$ cat src/sv/kfc_ram.sv
`timescale 1ns / 1ps

module kfc_ram #(
  parameter int Width = 16,
  parameter int Depth = 256
) (
  input  logic                     clk_i,
  input  logic                     we_i,
  input  logic [$clog2(Depth)-1:0] waddr_i,
  input  logic [Width-1:0]         wdata_i,
  input  logic [$clog2(Depth)-1:0] raddr_i,
  output logic [Width-1:0]         rdata_o
);

  logic [Width-1:0] mem_q [Depth];
  logic [Width-1:0] rdata_q;

  always_ff @(posedge clk_i) begin
    if (we_i) begin
      mem_q[waddr_i] <= wdata_i;
    end
    rdata_q <= mem_q[raddr_i];
  end

  assign rdata_o = rdata_q;

endmodule

$ cat config.mk
export PLATFORM = sky130hd
export DESIGN_NAME = kfc_ram
export DESIGN_NICKNAME = d
export VERILOG_FILES = /design/src/sv/kfc_ram.sv
export SDC_FILE = /design/constraint.sdc
export NUM_CORES = 2
export LEC_CHECK = 0
export BUFFER_PORTS_ARGS = -buffer_cell sky130_fd_sc_hd__clkbuf_2
export CAP_MARGIN = 25
export CORE_UTILIZATION = 50
export CTS_CLUSTER_SIZE = 20
export DETAILED_ROUTE_END_ITERATION = 8
export HOLD_SLACK_MARGIN = 0.12
export MAX_ROUTING_LAYER = met4
export PLACE_DENSITY = 0.65
export SYNTH_ARGS = -nofsm -noshare
export SYNTH_HDL_FRONTEND = slang
export SYNTH_SLANG_ARGS = --single-unit
export TNS_END_PERCENT = 20
$ cat constraint.sdc
create_clock -name clk_i -period 2.7 [get_ports clk_i]
set_input_delay 0.27 -clock clk_i [delete_from_list [all_inputs] [get_ports clk_i]]
set_output_delay 0.27 -clock clk_i [all_outputs]
set_load 0.005 [all_outputs]
# Yosys cells after proc, flatten, opt, wreduce, memory -nomap -nowiden
# Memories as Yosys holds them, arrays and structs flattened. A register that Yosys moved wholly into a read port is not among the register bits.
# Index checks and enable logic that the tools add are counted.
# classes
n_addsub,0
n_mul,0
n_div,0
n_lt_le_gt_ge,0
n_eq_ne,0
n_shift,0
muxes,2
bitwise_logic,0
n_reduce_logical,0
# ops
operator,n
$mux 1,2
# word_totals
reg_bits,0
latch_bits,0
mem_bits_rw,4096
mem_bits_ro,0
inputBits,34
out_inout_bits,16
word_cells,3
memories,1
# memory_table
name,depth,width,read_ports,rd_ports_with_merged_regs,wr,line,source
mem_q,256,16,1,1,1,15,logic [Width-1:0] mem_q [Depth];

# Logic depth before layout (Yosys ltp)
# depth
ltp_word,2
ltp_mapped,12
mapped_depth_nobuf,6

# Least setup slack after synthesis
# OpenSTA, ideal clock, no wires.
# synth_path
path_type,input port to flip-flop
from,in waddr_i[3]
to,mem mem_q[235][0] (enable)
setup_time_ns,0.388
t_arrival_ns,2.047
path_slack_ns,0.265
stages,6
n_path_buf,3
cell_sequence,clkbuf_1 nor2b_1 clkbuf_1 nand4_1 clkbuf_1 nor2_1
# synth_lines
item,line,source
start: declaration,9,"input logic [$clog2(Depth)-1:0] waddr_i,"
end: declaration,15,
# No word-level cell before the write port.

==> flow_summary.toml <==
[finish]
areaGrowthSynthToFinish_pct = 16.8
fin_nets = 8421
drive_above_1_share_pct = 29.9
fill_cells = 22100
postLayoutCoreUtil_pct = 58.8
final_common_cell = "edfxtp_1"
most-common-layout-cells = "4096 x edfxtp_1, 817 x buf_4, 797 x mux4_2, 565 x mux2i_1, 408 x clkbuf_16"

[place]
io_buffer_count = 49
hpwl_um = 265000
place.gp.congestion = 0.927

[setup_path]
worstRegToRegCells = 7
worst_setup_path_end_kind = "register"
crit_end = "rdata_o[8]"
cp.arrival_ns = 3.42
rrSetupSlack_ns = 0.07
critPathRequiredTime_ns = 3.50
start_kind = "register"
reg2reg_from = "mem_q[11][8]"
critical_path_class = "register to register"
path_max_fanout = 1
r2r-end = "rdata_o[8]"
critPathLaunch = "mem_q[11][8]"

[timing]
finalClockSkew_ns = 0.0700
post-route-period-util_pct = 97.2
fmax_mhz = 381
finalCriticalPeriod_ns = 2.63
maxSlewHeadroom_pct = 10.7
rsz0062_at_grt = "false"
drv_slew = 0
hold_viol = 0
setup_viol = 0
worst_pin_slew_ns = 1.34

[clocking]
cts.sinks = 4112
cts_tree = "yes"
cts_max_level = 5
cts_setup_buffers = 0
clk_latency_ns = 0.96
cts-root-buf = "clkbuf_16"
clk_pin_slew_ns = 0.06
cts_made_buffers = 408
clockBufferDepth = 4

[drt]
totalWireLength_um = 426000
first_pass_iters = 5
final_antenna_net_count = 0
vias = 81900
wl_per_cell_um = 33.0
viasPerCell = 6.35
drcViolationCount = 0
drt_iter0_drc = 11000

[logic_synthesis]
synth_edf_count = 4096
synth_compound_area_share_pct = 3.54
synth_simple_gate_area_share_pct = 1.57
ys_seq_area_share_pct = 77.7
syn_nets = 7394
synth-seq-cells = 4112
synth_area_um2 = 159000
ys_warn_count = 0
avgSynthCellArea_um2 = 21.6
async_flop_share_pct = 0
synthMuxAreaShare_pct = 15.5
synth_fa_ha_area_share_pct = 0
synthXorXnorAreaFrac_pct = 0
synth_top_family_by_area = "multiplexers"
synth_cell_type_count = 52
synth-main-ff-cell = "edfxtp_1"
synthCells = 7360

[global_routing]
grt_overflow_total = 0
grt_max_degree = 125
grt_pass1_vias = 80200
grt_antenna_before_repair = 21
track_usage_pct = 27.4
grt_first_pass_wirelength_um = 602000

[min_path]
min_delay_path_depth = 2
hold_path_class = "input pin to register"

[power_and_ir_drop]
leakagePower_nw = 60.2
clockPowerShare_pct = 42.1
design_power_total_mw = 135
ir_drop_v = 0.000538
power_switching_mw = 29.4
powerDensity_nw_per_um2 = 727
seqPwrFrac_pct = 52.3
intPower_mw = 105
combPwrFrac_pct = 5.6
swShare_pct = 21.8

[die]
fp.dieArea_um2 = 320000
num_io_pins = 50
initial_core_util_pct = 50.3
die_h_um = 565
core-area_um2 = 315000
die_x_um = 565
rows = 206

[flow_run]
cap_violations = 0

[run_status]
status = "finished, final reports clean"
final cells by class:
class | instances | area, µm² | share of cell area (%)
clock buffer | 482 | 10500 | 5.67
sequential | 4112 | 123000 | 66.5
tap | 4160 | 5200 | 2.81
antenna | 14 | 35.0 | 0.0189
clock inverter | 268 | 2950 | 1.59
timing repair buffer | 1069 | 10400 | 5.62
multi-input combinational | 2792 | 33000 | 17.8
inverter | 4 | 27.5 | 0.0148
routing by layer:
| metal | up-vias | track usage, % | routed length, µm |
|---|---|---|---|
| li1 | 33400 | - | - |
| met4 | 0 | 8.46 | 14300 |
| met3 | 641 | 4.81 | 43000 |
| met1 | 43500 | 39.0 | 171000 |
| met2 | 4397 | 40.9 | 197000 |
| met5 | - | - | 0 |
Yosys cell counts (all sizes together) (4+ instances only):
master   count  area (µm²)
a2111oi      6        52.6
a211oi      18         135
a21oi      175         876
a221oi      28         245
a22o        32         280
a22oi       43         323
a31oi        6        37.5
and3        11        68.8
buf        222        1810
clkbuf     230         863
dfxtp       16         320
edfxtp    4096      123000
inv          4        15.0
mux2        88         991
mux2i      565        5660
mux4       797       17900
nand2       38         143
nand3       35         175
nand4       26         163
nor2       304        1140
nor2b        9        56.3
nor3        92         460
nor4        18         119
o21ai       38         190
o221ai     253        2220
o22ai      148         926
o31ai       16         120
o32ai       21         191
or2          5        31.3
worst max-delay path, stage by stage (launching register included):
cell and delay [ns]:
edfxtp_1 0.36, mux4_2 0.47, mux2_2 0.30, a22oi_1 0.43
nand2_1 0.18, o32ai_2 0.46, buf_4 0.21, nor4_1 0.05
repair_timing:
action | in CTS | in global routing
gates resized for setup | 5 | 0
hold endpoints to repair | 3367 | 0
hold buffers | 23 | 0
setup endpoints to repair | 4 | 0
power by group through the flow:
stage	clock (mW)	sequential [mW]	combinational, mW
final	56.8	70.5	7.48
after global routing	59.7	70.5	7.77
after CTS	57.4	70.5	7.44
after detailed placement	0	71.9	7.38
after global placement	0	71.8	7.26
after floorplan	0	71.8	3.47
flip-flops by register name, indices dropped and copies added (netlist names):
register and cells:
rdata_o 16, mem_q 4096
through the flow:
| stage | instances | hold WS (ns) | setup slack [ns] | cell area [µm²] | setup TNS, ns |
|---|---|---|---|---|---|
| after CTS | 12900 | 0.137 | 0.0497 | 185000 | 0 |
| after global routing | 12900 | 0.172 | 0.0192 | 185000 | 0 |
| final | 12900 | 0.177 | 0.0749 | 185000 | 0 |
| after detailed placement | 12100 | 0.531 | -0.879 | 172000 | -8.96 |
| after global placement | 12100 | 0.530 | -0.871 | 172000 | -8.81 |
| after floorplan | 7360 | 0.369 | 0.265 | 159000 | 0 |
kinds of logic after synthesis:
family          count (synthesis)
simple gates                  556
mux                          1450
compound gates                786
flops                        4112
buf+inv                       456
how the worst min path moves through the flow:
| stage | startpoint | end | slack (ns) |
|---|---|---|---|
| 2_1_floorplan | wdata_i[0] | mem_q[0][0] | 0.37 |
| 3_3_place_gp | wdata_i[10] | mem_q[76][10] | 0.53 |
| 3_5_place_dp | wdata_i[10] | mem_q[77][10] | 0.53 |
| 4_1_cts | wdata_i[10] | mem_q[77][10] | 0.14 |
| 5_1_grt | wdata_i[10] | mem_q[78][10] | 0.17 |
| 6_report | wdata_i[10] | mem_q[79][10] | 0.18 |
No activity file was read; power rests on OpenSTA's default activity.
