<file path="src/sv/kfc_pkg.sv">
`timescale 1ns / 1ps

package kfc_pkg;

  localparam int MaxKmer    = 8;
  localparam int KeyBits    = 2 * MaxKmer;
  localparam int TableDepth = 1 << KeyBits;
  localparam int LenBits    = 4;
  localparam int CountBits  = 16;

  localparam logic [LenBits-1:0]   ResetLen    = LenBits'(MaxKmer);
  localparam logic [CountBits-1:0] CountMax    = '1;
  localparam logic [2:0]           UnknownBase = 3'd4;

  localparam logic [0:0] OpPush = 1'b0;
  localparam logic [0:0] OpRead = 1'b1;

  typedef struct packed {
    logic [0:0]  opcode;
    logic [2:0]  base;
    logic        last_of_read;
    logic [15:0] table_index;
  } cmd_t;

  typedef struct packed {
    logic [15:0] count_value;
    logic        counted;
  } res_t;

  // Lookup issued by the k-mer tracker toward the counter update stage
  typedef struct packed {
    logic               rd;
    logic               inc;
    logic [KeyBits-1:0] addr;
  } req_t;

endpackage

</file>
<file path="src/sv/kfc_kmer_track.sv">
`timescale 1ns / 1ps

module kfc_kmer_track (
  input  logic                    clk_i,
  input  logic                    rst_ni,
  input  logic                    cfg_we_i,
  input  logic [kfc_pkg::LenBits-1:0] cfg_data_i,
  input  logic                    accept_i,
  input  kfc_pkg::cmd_t           cmd_i,
  output kfc_pkg::req_t           req_o
);
  import kfc_pkg::*;

  logic [LenBits-1:0] kmer_len_q;
  logic [KeyBits-1:0] key_q, key_d;
  logic [LenBits-1:0] seen_q, seen_d;
  logic               stop_q, stop_d;
  logic [LenBits-1:0] k_len;
  logic [KeyBits-1:0] key_mask;
  logic [KeyBits-1:0] key_shift;
  logic [LenBits-1:0] seen_inc;
  logic               is_read;

  always_comb begin
    if (kmer_len_q == '0) begin
      k_len = LenBits'(1);
    end else if (kmer_len_q > LenBits'(MaxKmer)) begin
      k_len = LenBits'(MaxKmer);
    end else begin
      k_len = kmer_len_q;
    end
    for (int i = 0; i < KeyBits; i++) begin
      key_mask[i] = (i < 2 * int'(k_len));
    end
  end

  assign is_read   = (cmd_i.opcode == OpRead);
  assign key_shift = {key_q[KeyBits-3:0], cmd_i.base[1:0]};
  assign seen_inc  = (seen_q < LenBits'(MaxKmer)) ? seen_q + LenBits'(1) : seen_q;

  always_comb begin
    key_d      = key_q;
    seen_d     = seen_q;
    stop_d     = stop_q;
    req_o.rd   = is_read;
    req_o.inc  = 1'b0;
    req_o.addr = KeyBits'(cmd_i.table_index);
    if (!is_read) begin
      if (cmd_i.base >= UnknownBase) begin
        stop_d = 1'b1;
      end else if (!stop_q) begin
        key_d      = key_shift;
        seen_d     = seen_inc;
        req_o.inc  = (seen_inc >= k_len);
        req_o.addr = key_shift & key_mask;
      end
      // end of read: drop the rolling state
      if (cmd_i.last_of_read) begin
        key_d  = '0;
        seen_d = '0;
        stop_d = 1'b0;
      end
    end
  end

  always_ff @(posedge clk_i or negedge rst_ni) begin
    if (!rst_ni) begin
      kmer_len_q <= ResetLen;
      key_q      <= '0;
      seen_q     <= '0;
      stop_q     <= 1'b0;
    end else begin
      if (cfg_we_i) begin
        kmer_len_q <= cfg_data_i;
      end
      if (accept_i) begin
        key_q  <= key_d;
        seen_q <= seen_d;
        stop_q <= stop_d;
      end
    end
  end

`ifndef SYNTHESIS
  a_seen_bound: assert property (@(posedge clk_i) disable iff (!rst_ni)
    seen_q <= LenBits'(MaxKmer))
    else $error("bases seen beyond the longest k-mer");
  a_no_inc_when_stopped: assert property (@(posedge clk_i) disable iff (!rst_ni)
    accept_i && stop_q |-> !req_o.inc)
    else $error("count requested in a stopped read");
  a_read_end_clears: assert property (@(posedge clk_i) disable iff (!rst_ni)
    accept_i && !is_read && cmd_i.last_of_read |=> seen_q == '0 && !stop_q)
    else $error("read state kept past end of read");
`endif

endmodule

</file>
<file path="config.mk">
export PLATFORM = sky130hd
export DESIGN_NAME = kfc_kmer_track
export DESIGN_NICKNAME = d
export VERILOG_FILES = /design/src/sv/kfc_pkg.sv /design/src/sv/kfc_kmer_track.sv
export SDC_FILE = /design/constraint.sdc
export NUM_CORES = 1
export LEC_CHECK = 0
export ABC_AREA = 1
export ABC_CLOCK_PERIOD_IN_PS = 1780
export BUFFER_PORTS_ARGS = -buffer_cell sky130_fd_sc_hd__buf_2
export CORE_UTILIZATION = 49
export CTS_CLUSTER_DIAMETER = 100
export DETAILED_ROUTE_END_ITERATION = 7
export GPL_TIMING_DRIVEN = 0
export PLACE_DENSITY_LB_ADDON = 0.1
export SETUP_SLACK_MARGIN = 0.1
export SLEW_MARGIN = 10
export SYNTH_ARGS = -nofsm -noshare
export SYNTH_HDL_FRONTEND = slang
export SYNTH_SLANG_ARGS = --single-unit
</file>
<file path="constraint.sdc">
create_clock -name clk_i -period 1.78 [get_ports clk_i]
set_input_delay 0.089 -clock clk_i [delete_from_list [all_inputs] [get_ports clk_i]]
set_output_delay 0.089 -clock clk_i [all_outputs]
set_load 0.005 [all_outputs]
</file>
# Yosys cells after proc, flatten, opt, wreduce, memory -nomap -nowiden
# Cells that the tools add are included.
dict set report op_classes {
  n_mux 14
  n_reduce_logical 4
  n_addsub 1
  magnitude_cmp 20
  eq_ne 2
  bitwise_logic 2
}
# operator n
set ops {}
lappend ops {{$mux 17} 3}
lappend ops {{$mux 14} 3}
lappend ops {{$lt 4x5->1 const A} 8}
lappend ops {{$mux 4} 6}
lappend ops {{$lt 3x5->1 const A} 4}
lappend ops {{$and 16x16->16} 1}
lappend ops {{$lt 1x5->1 const A} 2}
lappend ops {{$lt 2x5->1 const A} 2}
lappend ops {{$add 4x1->4 const B} 1}
lappend ops {{$ge 4x4->1} 1}
lappend ops {{$gt 4x4->1 const B} 1}
lappend ops {{$logic_not 4->1} 1}
lappend ops {{$lt 4x4->1 const B} 1}
lappend ops {{$ne 2x2->1 const B} 2}
lappend ops {{$reduce_and 4->1} 1}
lappend ops {{$ge 3x3->1 const B} 1}
lappend ops {{$reduce_and 3->1} 1}
lappend ops {{$mux 1} 2}
lappend ops {{$reduce_bool 2->1} 1}
lappend ops {{$not 1->1} 1}
dict set report totals {
  in_bits 29
  word_cells 47
  regBits 23
}

# Logic depth before layout (Yosys ltp)
dict set report logic_depth {
  depth_word 8
  ltp_mapped 11
  mapped_depth_nobuf 11
}

# Worst setup path after synthesis
# Ideal clock, no wire load.
dict set report synth_timing {
  kind {register to output}
  startpoint {register seen_q[0]}
  endpoint {output req_o[16] in the netlist's numbering}
  stages_incl_launch_ff 11
  setup_slack_ps 278
  arrival_ps 1413
  n_path_buf 0
  path_cell_list {dfrtp_1 ha_1 nand2_1 o21ai_0 ha_1 nand2_1 nand2_1 nand2_1 nand3_1 nand2_1 inv_1}
}
# item line
set synth_lines {}
lappend synth_lines {{from (decl)} kfc_kmer_track.sv:16} ;# logic [LenBits-1:0] seen_q, seen_d;
lappend synth_lines {{from (signal assigned)} kfc_kmer_track.sv:78} ;# seen_q <= seen_d;
lappend synth_lines {{to (decl)} kfc_kmer_track.sv:10} ;# output kfc_pkg::req_t req_o

==> flow_summary.toml <==
[sta]
setup_viol = 1
maxSlewHeadroom = 0.659
finalSetupTns_ps = -137
worstMarginPinSlew_ps = 511
clock.fmax_mhz = 522
worst_slack_ps = -137
rsz0062_at_grt = "true"
min_period_ps = 1920
slew_viol_final = 0
finClkSkew_ps = 7.21
hold_viol = 0
whs_ps = 22.4
period_share = 1.08

[synth]
synth_cell_type_count = 18
synth_nets = 225
yosys.area_share.xor_xnor = 0.0129
syn_inst = 191
synth_edf_count = 0
yosys_warnings = 0
syn-mean-instance-area_um2 = 7.10
synth_compound_area_frac = 0.0480
synth_area_mm2 = 0.00136
ys.flop_type = "dfrtp_1"
synth-simple-area-share = 0.387
synthArstFlopShare = 1.00
ys_seq_area_frac = 0.425
synth_top_family_by_area = "simple AND/OR/NAND/NOR gates"
yosys.area.top_type = "dfrtp_1"
synthMuxAreaShare = 0
synth.most_common_cell = "nand2_1"
yosys_register_bits = 23
synth_top_cells_by_count = "nand2_1 (103), dfrtp_1 (22), nand3_1 (16)"
synth_area_leaders = "dfrtp_1 (41%), nand2_1 (29%), nand3_1 (5.9%)"
synthAdderAreaFrac = 0.0461
yosysTopAreaCellShare = 0.406

[grt]
grt_use_total = 0.247
grt_max_degree = 24
grtUsageMet2 = 0.428
busiest_layer = "met2"
antenna_found_initial = 0
grt-ovfl-total = 0
grt_pass1_vias = 1250
grtUsageMet3 = 0.0250
grt.met1_usage = 0.320
grt_pass1_wl_um = 5210

[setup_path]
startpoint_type = "flop"
path_class = "reg2out"
timing.rr.start = "seen_q[0]"
r2r_end = "seen_q[1]"
crit_fanout = 2
rrSetupSlack_ps = 580
endpoint_kind = "primary output"
reg2reg_depth = 6
required_ps = 1690
cp.arrival_ps = 1830

[final_layout]
diodes = 0
fin_area_mm2 = 0.00191
drive_gt1_frac = 0.366
ff_latch_area_um2 = 577
instances_no_fill = 287
fin_util = 0.749
area_delta_synth_final_pct = 40.6
multi_input_area_um2 = 756
nFillCells = 221
nets = 292

[placement]
gp_congestion = 0.756
post-place-cells = 267
dp_hpwl_um = 2240
dpl_cell_area_mm2 = 0.00162
port_buffers = 46
pre_cts_slack_ps = 53.8

[floorplan]
die-area_mm2 = 0.00298
core-area_mm2 = 0.00254
io_pins = 47
die_h_um = 54.6
rows = 18
start_util = 0.533
die_w_um = 54.6

[power]
finalPower_mw = 1.19
powerDensity_mw_per_mm2 = 625
power_frac_seq = 0.477
peakVddDrop_uv = 449
pwr-share-clk = 0.208
netSwitchingFraction = 0.319
internal_power_uw = 812
power.share.combinational = 0.315
power_switching_uw = 381
leakage_nw = 1.12

[clock_tree]
insertion_delay_ps = 310
clock-root-buffer = "clkbuf_4"
cts_sinks = 23
cts_tree = "yes"
clk_pin_slew_worst_paths_ps = 130
cts_buffer_depth = 2
cts_buffers = 3
htreeDepth = 1

[detailed_routing]
route.detailed.drc = 0
ant_nets = 0
drt_iter0_drc = 34
drt-pass1-iter-count = 4
routed_wl_um = 3450
wl_per_cell_um = 12.0
dr_total_vias = 1435
drt-vias-per-instance = 5.00

[hold_path]
holdPathEnd = "kmer_len_q[0]"
hold_depth = 3
hp-start = "cfg_data_i[0]"
hold_class = "in2reg"

[run_status]
status = "complete, but fails checks"
violations = "negative setup slack"

[flow_run]
maxCapViolCount = 0
## worst max-delay path, cell delays in order (launching register included)
cell and delay [ps]:
dfrtp_1 390, ha_2 180, nand2_2 60, xnor2_2 150
ha_1 330, nand2_1 70, inv_1 40, nand2_1 50
nand3_1 60, nand2_1 60, inv_1 30, buf_2 110
## registers in the layout (all words and copies together) (netlist names)
signal / flops
kmer_len_q: 4
seen_q: 4
key_q: 14
stop_q: 1
## cell usage in the layout, fill, tap and decap left out, drive strengths merged
cell type	synthesis	layout
ha	5	5
clkinv	0	1
o21ai	8	8
buf	5	60
dfrtp	22	22
nor2	7	7
a21oi	3	3
nand4	1	1
dfstp	1	1
dlygate4sd3	0	6
o211a	1	1
nand3	16	16
xnor2	2	2
inv	16	16
nand2	104	104
clkbuf	0	4
## metal layers
layer	up-vias	part of all wire
li1	728	-
met2	51	0.49
met5	-	0
met4	0	0.0055
met1	654	0.46
met3	2	0.043
## cell families after synthesis
family	Yosys count
AOI/OAI and AO/OA	12
xor gates and xnor gates	2
adders and majority gates	5
buffers and inverters	21
DFF	23
and+or+nand+nor	128
## worst max-delay path by stage
| stage | from | end | slack [ps] | depth (start not counted) |
|---|---|---|---|---|
| floorplan | seen_q[0] | req_o[16] | 280 | 10 |
| global placement | seen_q[0] | req_o[16] | 70 | 11 |
| detailed placement | seen_q[0] | req_o[16] | 50 | 11 |
| CTS | seen_q[1] | req_o[16] | -200 | 11 |
| global route | seen_q[0] | req_o[16] | -260 | 11 |
| finish | seen_q[0] | req_o[16] | -140 | 11 |
## cell type report
| class | instances | share of cell area |
|---|---|---|
| multi-input cells | 147 | 0.396 |
| inverters | 16 | 0.0328 |
| repair buffers | 62 | 0.205 |
| plain buffers | 5 | 0.0295 |
| well taps | 30 | 0.0197 |
| clock buffers | 3 | 0.0118 |
| flip-flops and latches | 23 | 0.302 |
| clock inverters | 1 | 0.00262 |
## power by group through the flow
stage / registers, mW / logic (mW) / clock network [mW]
2_1_floorplan: 0.575 / 0.166 / 0
3_3_place_gp: 0.579 / 0.269 / 0
3_5_place_dp: 0.580 / 0.274 / 0
4_1_cts: 0.566 / 0.322 / 0.249
5_1_grt: 0.572 / 0.431 / 0.259
6_report: 0.569 / 0.375 / 0.248
## repair_timing
item / 4_1_cts / 5_1_grt
hold buffers: 6 / 0
cloned: 0 / 1
endpoints found under the setup margin: 14 / 17
pin swaps: 4 / 9
hold endpoints to repair: 27 / 0
setup buffers: 6 / 3
gates resized for setup: 4 / 27
(Power assumes the default switching activity.)
